**src/hw/rtl/salc_ram.sv**
```systemverilog
// ----------------------------------------------------------------------------
// salc_ram
// Generic single-port-write, single-port-read RAM with registered read data.
// ----------------------------------------------------------------------------
module salc_ram #(
   parameter int unsigned WIDTH = 8,
   parameter int unsigned DEPTH = 16
) (
   input  logic                     clock,
   input  logic                     wr_en,
   input  logic [$clog2(DEPTH)-1:0] wr_addr,
   input  logic [WIDTH-1:0]         wr_data,
   input  logic [$clog2(DEPTH)-1:0] rd_addr,
   output logic [WIDTH-1:0]         rd_data
);
   logic [WIDTH-1:0] mem [DEPTH];
   logic [WIDTH-1:0] rd_data_ff;

   always_ff @(posedge clock) begin
      if (wr_en) begin
         mem[wr_addr] <= wr_data;
      end
      rd_data_ff <= mem[rd_addr];
   end

   assign rd_data = rd_data_ff;
endmodule

```
**config.mk**
```make
export PLATFORM = sky130hd
export DESIGN_NAME = salc_ram
export DESIGN_NICKNAME = d
export VERILOG_FILES = /design/src/hw/rtl/salc_ram.sv
export SDC_FILE = /design/constraint.sdc
export NUM_CORES = 1
export LEC_CHECK = 0
export ABC_AREA = 1
export BUFFER_PORTS_ARGS = -buffer_cell sky130_fd_sc_hd__buf_2
export CELL_PAD_IN_SITES_DETAIL_PLACEMENT = 1
export CELL_PAD_IN_SITES_GLOBAL_PLACEMENT = 1
export CORE_AREA = 2 2 109 111
export CTS_CLUSTER_DIAMETER = 120
export CTS_CLUSTER_SIZE = 10
export DETAILED_ROUTE_END_ITERATION = 6
export DIE_AREA = 0 0 111 113
export PLACE_DENSITY_LB_ADDON = 0.1
export SETUP_SLACK_MARGIN = 0.2
export SLEW_MARGIN = 25
export SYNTH_ARGS = -nofsm -noshare
export SYNTH_HDL_FRONTEND = slang
export SYNTH_SLANG_ARGS = --single-unit
```
**constraint.sdc**
```tcl
create_clock -name clock -period 2.8 [get_ports clock]
set_clock_uncertainty 0.2 [all_clocks]
set_input_delay 0.56 -clock clock [delete_from_list [all_inputs] [get_ports clock]]
set_output_delay 0.56 -clock clock [all_outputs]
set_load 0.02 [all_outputs]
```
==> impl_metrics.tcl, run 1 <==
set metrics [dict create \
    area_growth_pct 14.1 \
    grt_pass1_vias 3973 \
    die_h_um 113 \
    root_buffer "clkbuf_16" \
    maxCapViolCount 0 \
    clkTransAtPathRegs_ns 0.06 \
    synth_edf_count 128 \
    syn_nets 569 \
    htreeDepth 4 \
    final_hold_viol_count 0 \
    io_buffers 25 \
    post-cts-setup-buffers 0 \
    routedWlPerCell_um 19.3 \
    drtPass1Iterations 4 \
    dp_hpwl_um 9050 \
    netlist-cell-type-count 12 \
    synthMuxAreaShare 0 \
    nNetsFinal 600 \
    async_reset_ff_frac 0 \
    setup-violations-final 0 \
    fin_crit_ns 1.73 \
    grt_usage 0.241 \
    io_pins 26 \
    switchingPower_w 0.00106 \
    core-area_mm2 0.0113 \
    p_leak_nw 2.84 \
    sw_frac_of_total 0.225 \
    synth-simple-area-share 0.210 \
    grt_remaining_overflow 0 \
    end_kind "register" \
    pwr-share-clk 0.453 \
    internal_power_w 0.00366 \
    synth_area_mm2 0.00577 \
    worstPathArrival_ns 1.57 \
    pwr-share-comb 0.063 \
    criticalPathCategory "in2reg" \
    synth_common_cells "nand2_1 (173), edfxtp_1 (128), inv_1 (100)" \
    power_w 0.00473 \
    clkLatencyLatePin_ns 0.42 \
    synth-xor-area-share 0 \
    place.gp.congestion 0.823 \
    routed_via_density 5.13 \
    pwr-share-seq 0.484 \
    diodes 0 \
    grt_pass1_wl_um 22300 \
    wl_um 14200 \
    die_area_mm2 0.0125 \
    drc_errors 0 \
    peakVddDrop_v 0.000409 \
    worst_pin_slew_ns 0.863 \
    fin_setup_tns_ns 0 \
    cts_tree "built" \
    synth_top_cell_by_area "edfxtp_1" \
    synth.avg_cell_area_um2 10.5 \
    fin_crit_sh 0.617 \
    synthDominantCellAreaShare 0.667 \
    finalWorstSetupSlack_ns 1.07 \
    synth_ff_type "edfxtp_1" \
    cp.required_ns 2.64 \
    yosysMostFrequentCell "nand2_1" \
    drv_slew 0 \
    rsz0062_at_grt "false" \
    synth_seq_cells 136 \
    start_util 0.512 \
    cts.sinks 136 \
    post-place-ws_ns 0.672 \
    antenna_found_initial 0 \
    clockBufferDepth 2 \
    rows 39 \
    dr_total_vias 3783 \
    hold_path_class "in2reg" \
    p_per_area_mw_per_mm2 719 \
    synthAdderAreaFrac 0 \
    numCtsBuffers 17 \
    cp-start-kind "input pin" \
    yosysSeqAreaShare 0.694 \
    synthTopCellsByArea "edfxtp_1 (67%), nand2_1 (11%), nand3_1 (8.4%)" \
    holdWs_ns 0.303 \
    drive_above_1_share 0.118 \
    drtIter0Drc 308 \
    synth_top_family_by_area "simple AND/OR/NAND/NOR gates" \
    fmax_ghz 0.578 \
    fill_cells 1221 \
    slew_headroom 0.423 \
    synth_compound_area_frac 0 \
    synth_warnings 0 \
    critPathMaxFanout 8 \
    status "finished, final reports clean" \
    grt_max_degree 35 \
    netlist_instances 551 \
    cts_resized 0 \
    die_x_um 111 \
    antenna_left 0 \
    cts_hold_buf 0 \
]
-- layer usage --
layer	vias up	global-route usage	share of wire
li1	1836	-	-
met1	1854	0.319	0.43
met2	81	0.405	0.51
met3	12	0.0455	0.040
met4	0	0.0867	0.014
met5	-	0	0
-- cell usage in the layout, fill, tap and decap left out, drive strengths merged --
cell type  instances
bufinv             1
clkinvlp           7
nand3             97
dfxtp              8
nand3b             2
nor2              17
edfxtp           128
nand2            173
buf               36
inv              102
clkbuf            21
clkinv             3
-- critical path, stage by stage --
cell and delay (ns):
buf_2 0.12, inv_1 0.08, nand2_1 0.12, nor2_1 0.69
-- per-stage QoR --
step / util / cells / instance area [um2]
final: 0.584 / 738 / 6580
after global placement: 0.532 / 706 / 6000
after global routing: 0.584 / 738 / 6580
after detailed placement: 0.532 / 706 / 6000
after floorplan: - / 551 / 5770
after CTS: 0.584 / 738 / 6580
-- sequential cells by signal (all words and copies together), names as in the netlist --
name     flops
mem        128
rd_data      8
-- power by group through the flow --
| stage | sequential [W] | combinational [W] | clock [W] |
|---|---|---|---|
| floorplan | 0.00235 | 0.000161 | 0 |
| global placement | 0.00233 | 0.000288 | 0 |
| detailed placement | 0.00233 | 0.000299 | 0 |
| CTS | 0.00229 | 0.000302 | 0.00217 |
| global route | 0.00229 | 0.000329 | 0.00225 |
| finish | 0.00229 | 0.000297 | 0.00214 |
-- final timing paths --
| path | startpoint | endpoint | slack, ns | cells past startpoint |
|---|---|---|---|---|
| hold / removal | rd_addr[3] | rd_data[7] | 0.30 | 3 |
| setup reg to reg | mem[5][1] | rd_data[1] | 1.50 | 6 |
| setup / recovery | wr_addr[1] | mem[12][4] | 1.07 | 4 |
| hold reg to reg | mem[14][7] | rd_data[7] | 0.51 | 6 |
-- kinds of logic (layout without fill, tap and decap cells) --
family,Yosys count,after routing
buf+inv,126,170
flops,136,136
simple gates,289,289
-- layout make-up --
class | instances | area [um2] | area share
multi-input cells | 289 | 1210 | 0.185
inverters | 102 | 383 | 0.0582
clock buffers | 21 | 480 | 0.0730
well taps | 143 | 179 | 0.0272
flip-flops and latches | 136 | 4000 | 0.609
repair buffers | 36 | 220 | 0.0335
clock inverters | 11 | 97.6 | 0.0148
No activity file was read; power rests on OpenSTA's default activity.
==> run 2, diff against run 1 <==
- ABC_AREA: 1 -> 0
- CORE_AREA: 2 2 109 111 -> 2 2 107 109
- DIE_AREA: 0 0 111 113 -> 0 0 109 111
- clock period: 2.8 -> 1.5 ns (I/O delays scaled with it)
==> run 2 against run 1 <==
Compared with the run above: clock power increased by 120%; register-to-register slack got worse by 1.5 ns; area after synthesis fell by 11%; critical endpoint is now rd_data[4].
==> impl_metrics.tcl, run 2 <==
set metrics [dict create \
    status "finished, final reports clean" \
    final_hold_viol_count 0 \
    synthTopCellsByArea "edfxtp_1 (75%), mux4_2 (7.9%), mux4_1 (7.1%)" \
    cts_tree "built" \
    cp-start-kind "register" \
    synth_edf_count 128 \
    synth_area_mm2 0.00515 \
    clockBufferDepth 2 \
    fin_setup_tns_ns 0 \
    synth_seq_cells 136 \
    power_w 0.00956 \
    reg2reg_to "rd_data[4]" \
    grt_pass1_vias 2747 \
    fmax_ghz 0.670 \
    p_leak_nw 2.21 \
    root_buffer "clkbuf_16" \
    worstPathArrival_ns 1.60 \
    synth.avg_cell_area_um2 22.5 \
    hold_path_class "in2reg" \
    io_buffers 25 \
    cts_hold_buf 0 \
    fin_crit_sh 0.995 \
    largest_reg_flops 128 \
    criticalPathCategory "reg2reg" \
    peakVddDrop_v 0.000863 \
    min_to "mem[14][4]" \
    fill_cells 904 \
    cts.sinks 136 \
    layout_commonest_cell "edfxtp_1" \
    ff2ff_setup_slack_ns 0.008 \
    r2r_cells 3 \
    start_util 0.465 \
    numCtsBuffers 17 \
    grt_remaining_overflow 0 \
    synth_common_cells "edfxtp_1 (128), mux4_2 (18), a22oi_1 (16)" \
    htreeDepth 4 \
    routedWlPerCell_um 24.2 \
    top_register "mem" \
    drv_slew 0 \
    antenna_left 0 \
    clkTransAtPathRegs_ns 0.06 \
    area_growth_pct 30.3 \
    fin_crit_ns 1.49 \
    netlist-cell-type-count 19 \
    core-area_mm2 0.0111 \
    postLayoutCoreUtil 0.606 \
    drc_errors 0 \
    place_inst 419 \
    dr_total_vias 2470 \
    rows 39 \
    diodes 0 \
    cp.required_ns 1.61 \
    die_h_um 111 \
    die_area_mm2 0.0121 \
    critPathMaxFanout 1 \
    drtPass1Iterations 4 \
    grt_max_degree 18 \
    clkLatencyLatePin_ns 0.43 \
    setup-violations-final 0 \
    instances_no_fill 451 \
    nNetsFinal 313 \
    synth_ff_type "edfxtp_1" \
    rsz0062_at_grt "true" \
    synth_top_cell_by_area "edfxtp_1" \
    min_from "wr_data[4]" \
    antenna_found_initial 0 \
    io_pins 26 \
    wl_um 10900 \
    p_per_area_mw_per_mm2 1430 \
    grt_pass1_wl_um 16800 \
    yosysMostFrequentCell "edfxtp_1" \
    async_reset_ff_frac 0 \
    min_path_cells 1 \
    placedInstanceArea_mm2 0.00593 \
    end_kind "register" \
    dp_hpwl_um 7000 \
    grt_usage 0.205 \
    drtIter0Drc 110 \
    synthDominantCellAreaShare 0.747 \
    drive_above_1_share 0.510 \
    layout_common_cells "edfxtp_1 (128), mux4_2 (32), buf_12 (20)" \
    place.gp.congestion 0.732 \
    maxCapViolCount 0 \
    netlist_instances 229 \
    worst_pin_slew_ns 0.794 \
    slew_headroom 0.468 \
    synth_warnings 0 \
    design_area_mm2 0.00671 \
    yosysSeqAreaShare 0.778 \
    die_x_um 109 \
    syn_nets 247 \
    rr_startpoint "mem[10][4]" \
    routed_via_density 5.48 \
]
-- run 2: repair_timing --
item                                    in CTS  in global routing
pin swaps                                    2                  1
endpoints found under the setup margin      24                 16
gates resized for setup                     28                  6
buffers inserted                             0                  0
-- run 2: power by group --
part           leakage [nW]  switching [W]  internal, W
Sequential             1.22      0.0000330      0.00425
Clock                 0.312        0.00160      0.00312
Combinational         0.677       0.000295     0.000264
-- run 2: cells by family after synthesis --
kind of cell | synth area share
flip-flops | 0.778
AND/OR/NAND/NOR | 0.0318
multiplexers | 0.150
AO/OA/AOI/OAI | 0.0233
buffers and inverters | 0.0168
-- run 2: worst max path at each step --
stage	startpoint	end
after global routing	mem[8][4]	rd_data[4]
after CTS	mem[10][4]	rd_data[4]
after global placement	rd_addr[0]	rd_data[6]
after floorplan	wr_addr[2]	mem[0][0]
after detailed placement	rd_addr[0]	rd_data[6]
final	mem[10][4]	rd_data[4]
-- run 2: routing by layer --
metal,wire [um],GRT usage,vias to the layer above,part of all wire
li1,-,-,1099,-
met1,4460,0.272,1283,0.41
met2,5670,0.318,68,0.52
met3,538,0.0517,20,0.049
met4,229,0.0966,0,0.021
met5,0,0,-,0
-- run 2: critical path: stages (launching register included) --
cell	delay [ns]
edfxtp_1	0.37
mux4_2	0.49
a22oi_2	0.20
nand2_1	0.11
-- run 2: final cells by class --
type / instances / area (um2) / share of cell area
clock buffer: 17 / 425 / 0.0634
clock inverter: 15 / 249 / 0.0371
multi-input combinational: 83 / 1170 / 0.175
sequential: 136 / 4010 / 0.598
tap: 143 / 179 / 0.0267
timing repair buffer: 57 / 669 / 0.0998
-- run 2: metrics by stage --
stage,hold slack (ns),worst slack [ns]
2_1_floorplan,0.199,-0.103
3_3_place_gp,0.457,-0.495
3_5_place_dp,0.461,-0.507
4_1_cts,0.0500,-0.00449
5_1_grt,0.0707,-0.0127
6_report,0.0603,0.00823
==> run 3, diff against run 2 <==
- BUFFER_PORTS_ARGS: -buffer_cell sky130_fd_sc_hd__buf_2 -> not set
- CELL_PAD_IN_SITES_DETAIL_PLACEMENT: 1 -> 0
- CELL_PAD_IN_SITES_GLOBAL_PLACEMENT: 1 -> 2
- CORE_AREA: 2 2 107 109 -> 2 2 110 112
- DIE_AREA: 0 0 109 111 -> 0 0 112 114
- DONT_BUFFER_PORTS: not set -> 1
==> run 3 against run 2 <==
Compared with the run above: utilization decreased by 6.2 points; wire length down 7.4%; die area up 5.5%; highest routed layer unchanged; clock-buffer cell count stayed put; total power decreased by 4.2%; worst hold slack got worse by 0.055 ns; register-to-register slack about the same; worst setup slack better by 0.0027 ns; largest power group unchanged; maximum frequency is 0.18% higher.
==> impl_metrics.tcl, run 3 (synthesized netlist as in run 2, its figures left out) <==
set metrics [dict create \
    status "finished, final reports clean" \
    diodes 0 \
    clkLatencyLatePin_ns 0.41 \
    drv_slew 0 \
    rr_startpoint "mem[3][4]" \
    worst_pin_slew_ns 0.889 \
    pwr-share-clk 0.490 \
    drc_errors 0 \
    dr_total_vias 2307 \
    layout_commonest_cell "edfxtp_1" \
    die_area_mm2 0.0128 \
    nNetsFinal 278 \
    core-area_mm2 0.0117 \
    critPathMaxFanout 1 \
    sw_frac_of_total 0.193 \
    power_w 0.00916 \
    internal_power_w 0.00739 \
    wl_um 10100 \
    die_x_um 112 \
    dp_hpwl_um 6430 \
    cp.required_ns 1.59 \
    grt_pass1_wl_um 15600 \
    antenna_found_initial 0 \
    pwr-share-comb 0.038 \
    largest_reg_flops 128 \
    p_per_area_mw_per_mm2 1440 \
    min_path_cells 2 \
    min_from "wr_addr[1]" \
    reg2reg_to "rd_data[4]" \
    layout_common_cells "edfxtp_1 (128), mux4_2 (32), clkbuf_16 (17)" \
    grt_remaining_overflow 0 \
    hold_path_class "in2reg" \
    grt_pass1_vias 2597 \
    switchingPower_w 0.00177 \
    fin_setup_tns_ns 0 \
    rsz0062_at_grt "true" \
    clockBufferDepth 2 \
    peakVddDrop_v 0.000615 \
    pwr-share-seq 0.471 \
    io_buffers 0 \
    routedWlPerCell_um 24.0 \
    grt_usage 0.174 \
    antenna_left 0 \
    drive_above_1_share 0.403 \
    drtPass1Iterations 4 \
    p_leak_nw 2.07 \
    end_kind "register" \
    grt_max_degree 33 \
    min_to "mem[0][4]" \
    area_growth_pct 23.7 \
    criticalPathCategory "reg2reg" \
    top_register "mem" \
    clkTransAtPathRegs_ns 0.06 \
    cts_tree "built" \
    routed_via_density 5.49 \
    htreeDepth 4 \
    maxCapViolCount 0 \
    numCtsBuffers 17 \
    fmax_ghz 0.672 \
    postLayoutCoreUtil 0.544 \
    drtIter0Drc 161 \
    r2r_cells 3 \
    io_pins 26 \
    fin_crit_ns 1.49 \
    setup-violations-final 0 \
    worstPathArrival_ns 1.57 \
    cts.sinks 136 \
    ff2ff_setup_slack_ns 0.01 \
    fin_crit_sh 0.993 \
    start_util 0.440 \
    place.gp.congestion 0.748 \
    final_hold_viol_count 0 \
    rows 40 \
    die_h_um 114 \
    slew_headroom 0.405 \
    root_buffer "clkbuf_16" \
    cts_hold_buf 9 \
    startpoint "mem[3][4]" \
    cp-start-kind "register" \
]
## run 3: cell types whose count changed in the layout (fill, tap and decap cells not counted), sizes merged
cell / previous run / this run
inv: 2 / 1
dlygate4sd3: 0 / 2
dlymetal6s4s: 0 / 7
bufinv: 6 / 5
clkinv: 2 / 6
clkinvlp: 5 / 3
buf: 57 / 13
## run 3: worst max path at each step
stage                            end  slack [ns]  depth (start not counted)
after global routing      rd_data[4]       -0.03                          3
after CTS                 rd_data[4]       -0.04                          3
final                     rd_data[4]        0.01                          3
after detailed placement   mem[0][2]       -0.11                          3
after floorplan            mem[0][0]       -0.10                          2
after global placement     mem[0][2]        -0.1                          3
## run 3: repair_timing
item,in CTS,in global routing
setup endpoints to repair,16,127
cloned,0,0
resized for setup,16,12
setup buffers,0,0
pin swaps,2,0
endpoints found under the hold margin,139,5
## run 3: area by class of cell
| cell class | instances | area [um2] |
|---|---|---|
| Timing Repair Buffer | 22 | 343 |
| Tap cell | 147 | 184 |
| Multi-Input combinational cell | 83 | 1160 |
| Fill cell | 932 | 5350 |
| Sequential cell | 136 | 4030 |
| Clock buffer | 17 | 425 |
| Clock inverter | 15 | 226 |
## run 3: power by group through the flow
stage / Sequential (W) / Combinational, W / Clock, W
floorplan: 0.00438 / 0.000254 / 0
global placement: 0.00439 / 0.000270 / 0
detailed placement: 0.00439 / 0.000273 / 0
CTS: 0.00432 / 0.000349 / 0.00457
global route: 0.00433 / 0.000378 / 0.00472
finish: 0.00432 / 0.000350 / 0.00449
## run 3: stage by stage
stage	instances	setup slack (ns)	instance area (um2)	hold slack, ns
after CTS	420	-0.0358	6330	-0.00654
after global placement	379	-0.0996	5550	0.200
after floorplan	229	-0.103	5260	0.199
final	420	0.0109	6370	0.00555
after detailed placement	379	-0.111	5550	0.200
after global routing	420	-0.0273	6370	-0.00615
## run 3: critical path, cell delays in order, from the launching register on
cell and delay, ns:
edfxtp_1 0.36, mux4_2 0.51, a22oi_2 0.20, nand2_1 0.09
## run 3: metal layers
| metal | vias up | global-route usage | share of wire |
|---|---|---|---|
| met2 | 49 | 0.286 | 0.53 |
| li1 | 1029 | - | - |
| met5 | - | 0 | 0 |
| met3 | 8 | 0.0558 | 0.037 |
| met4 | 0 | 0.0585 | 0.0096 |
| met1 | 1221 | 0.221 | 0.43 |
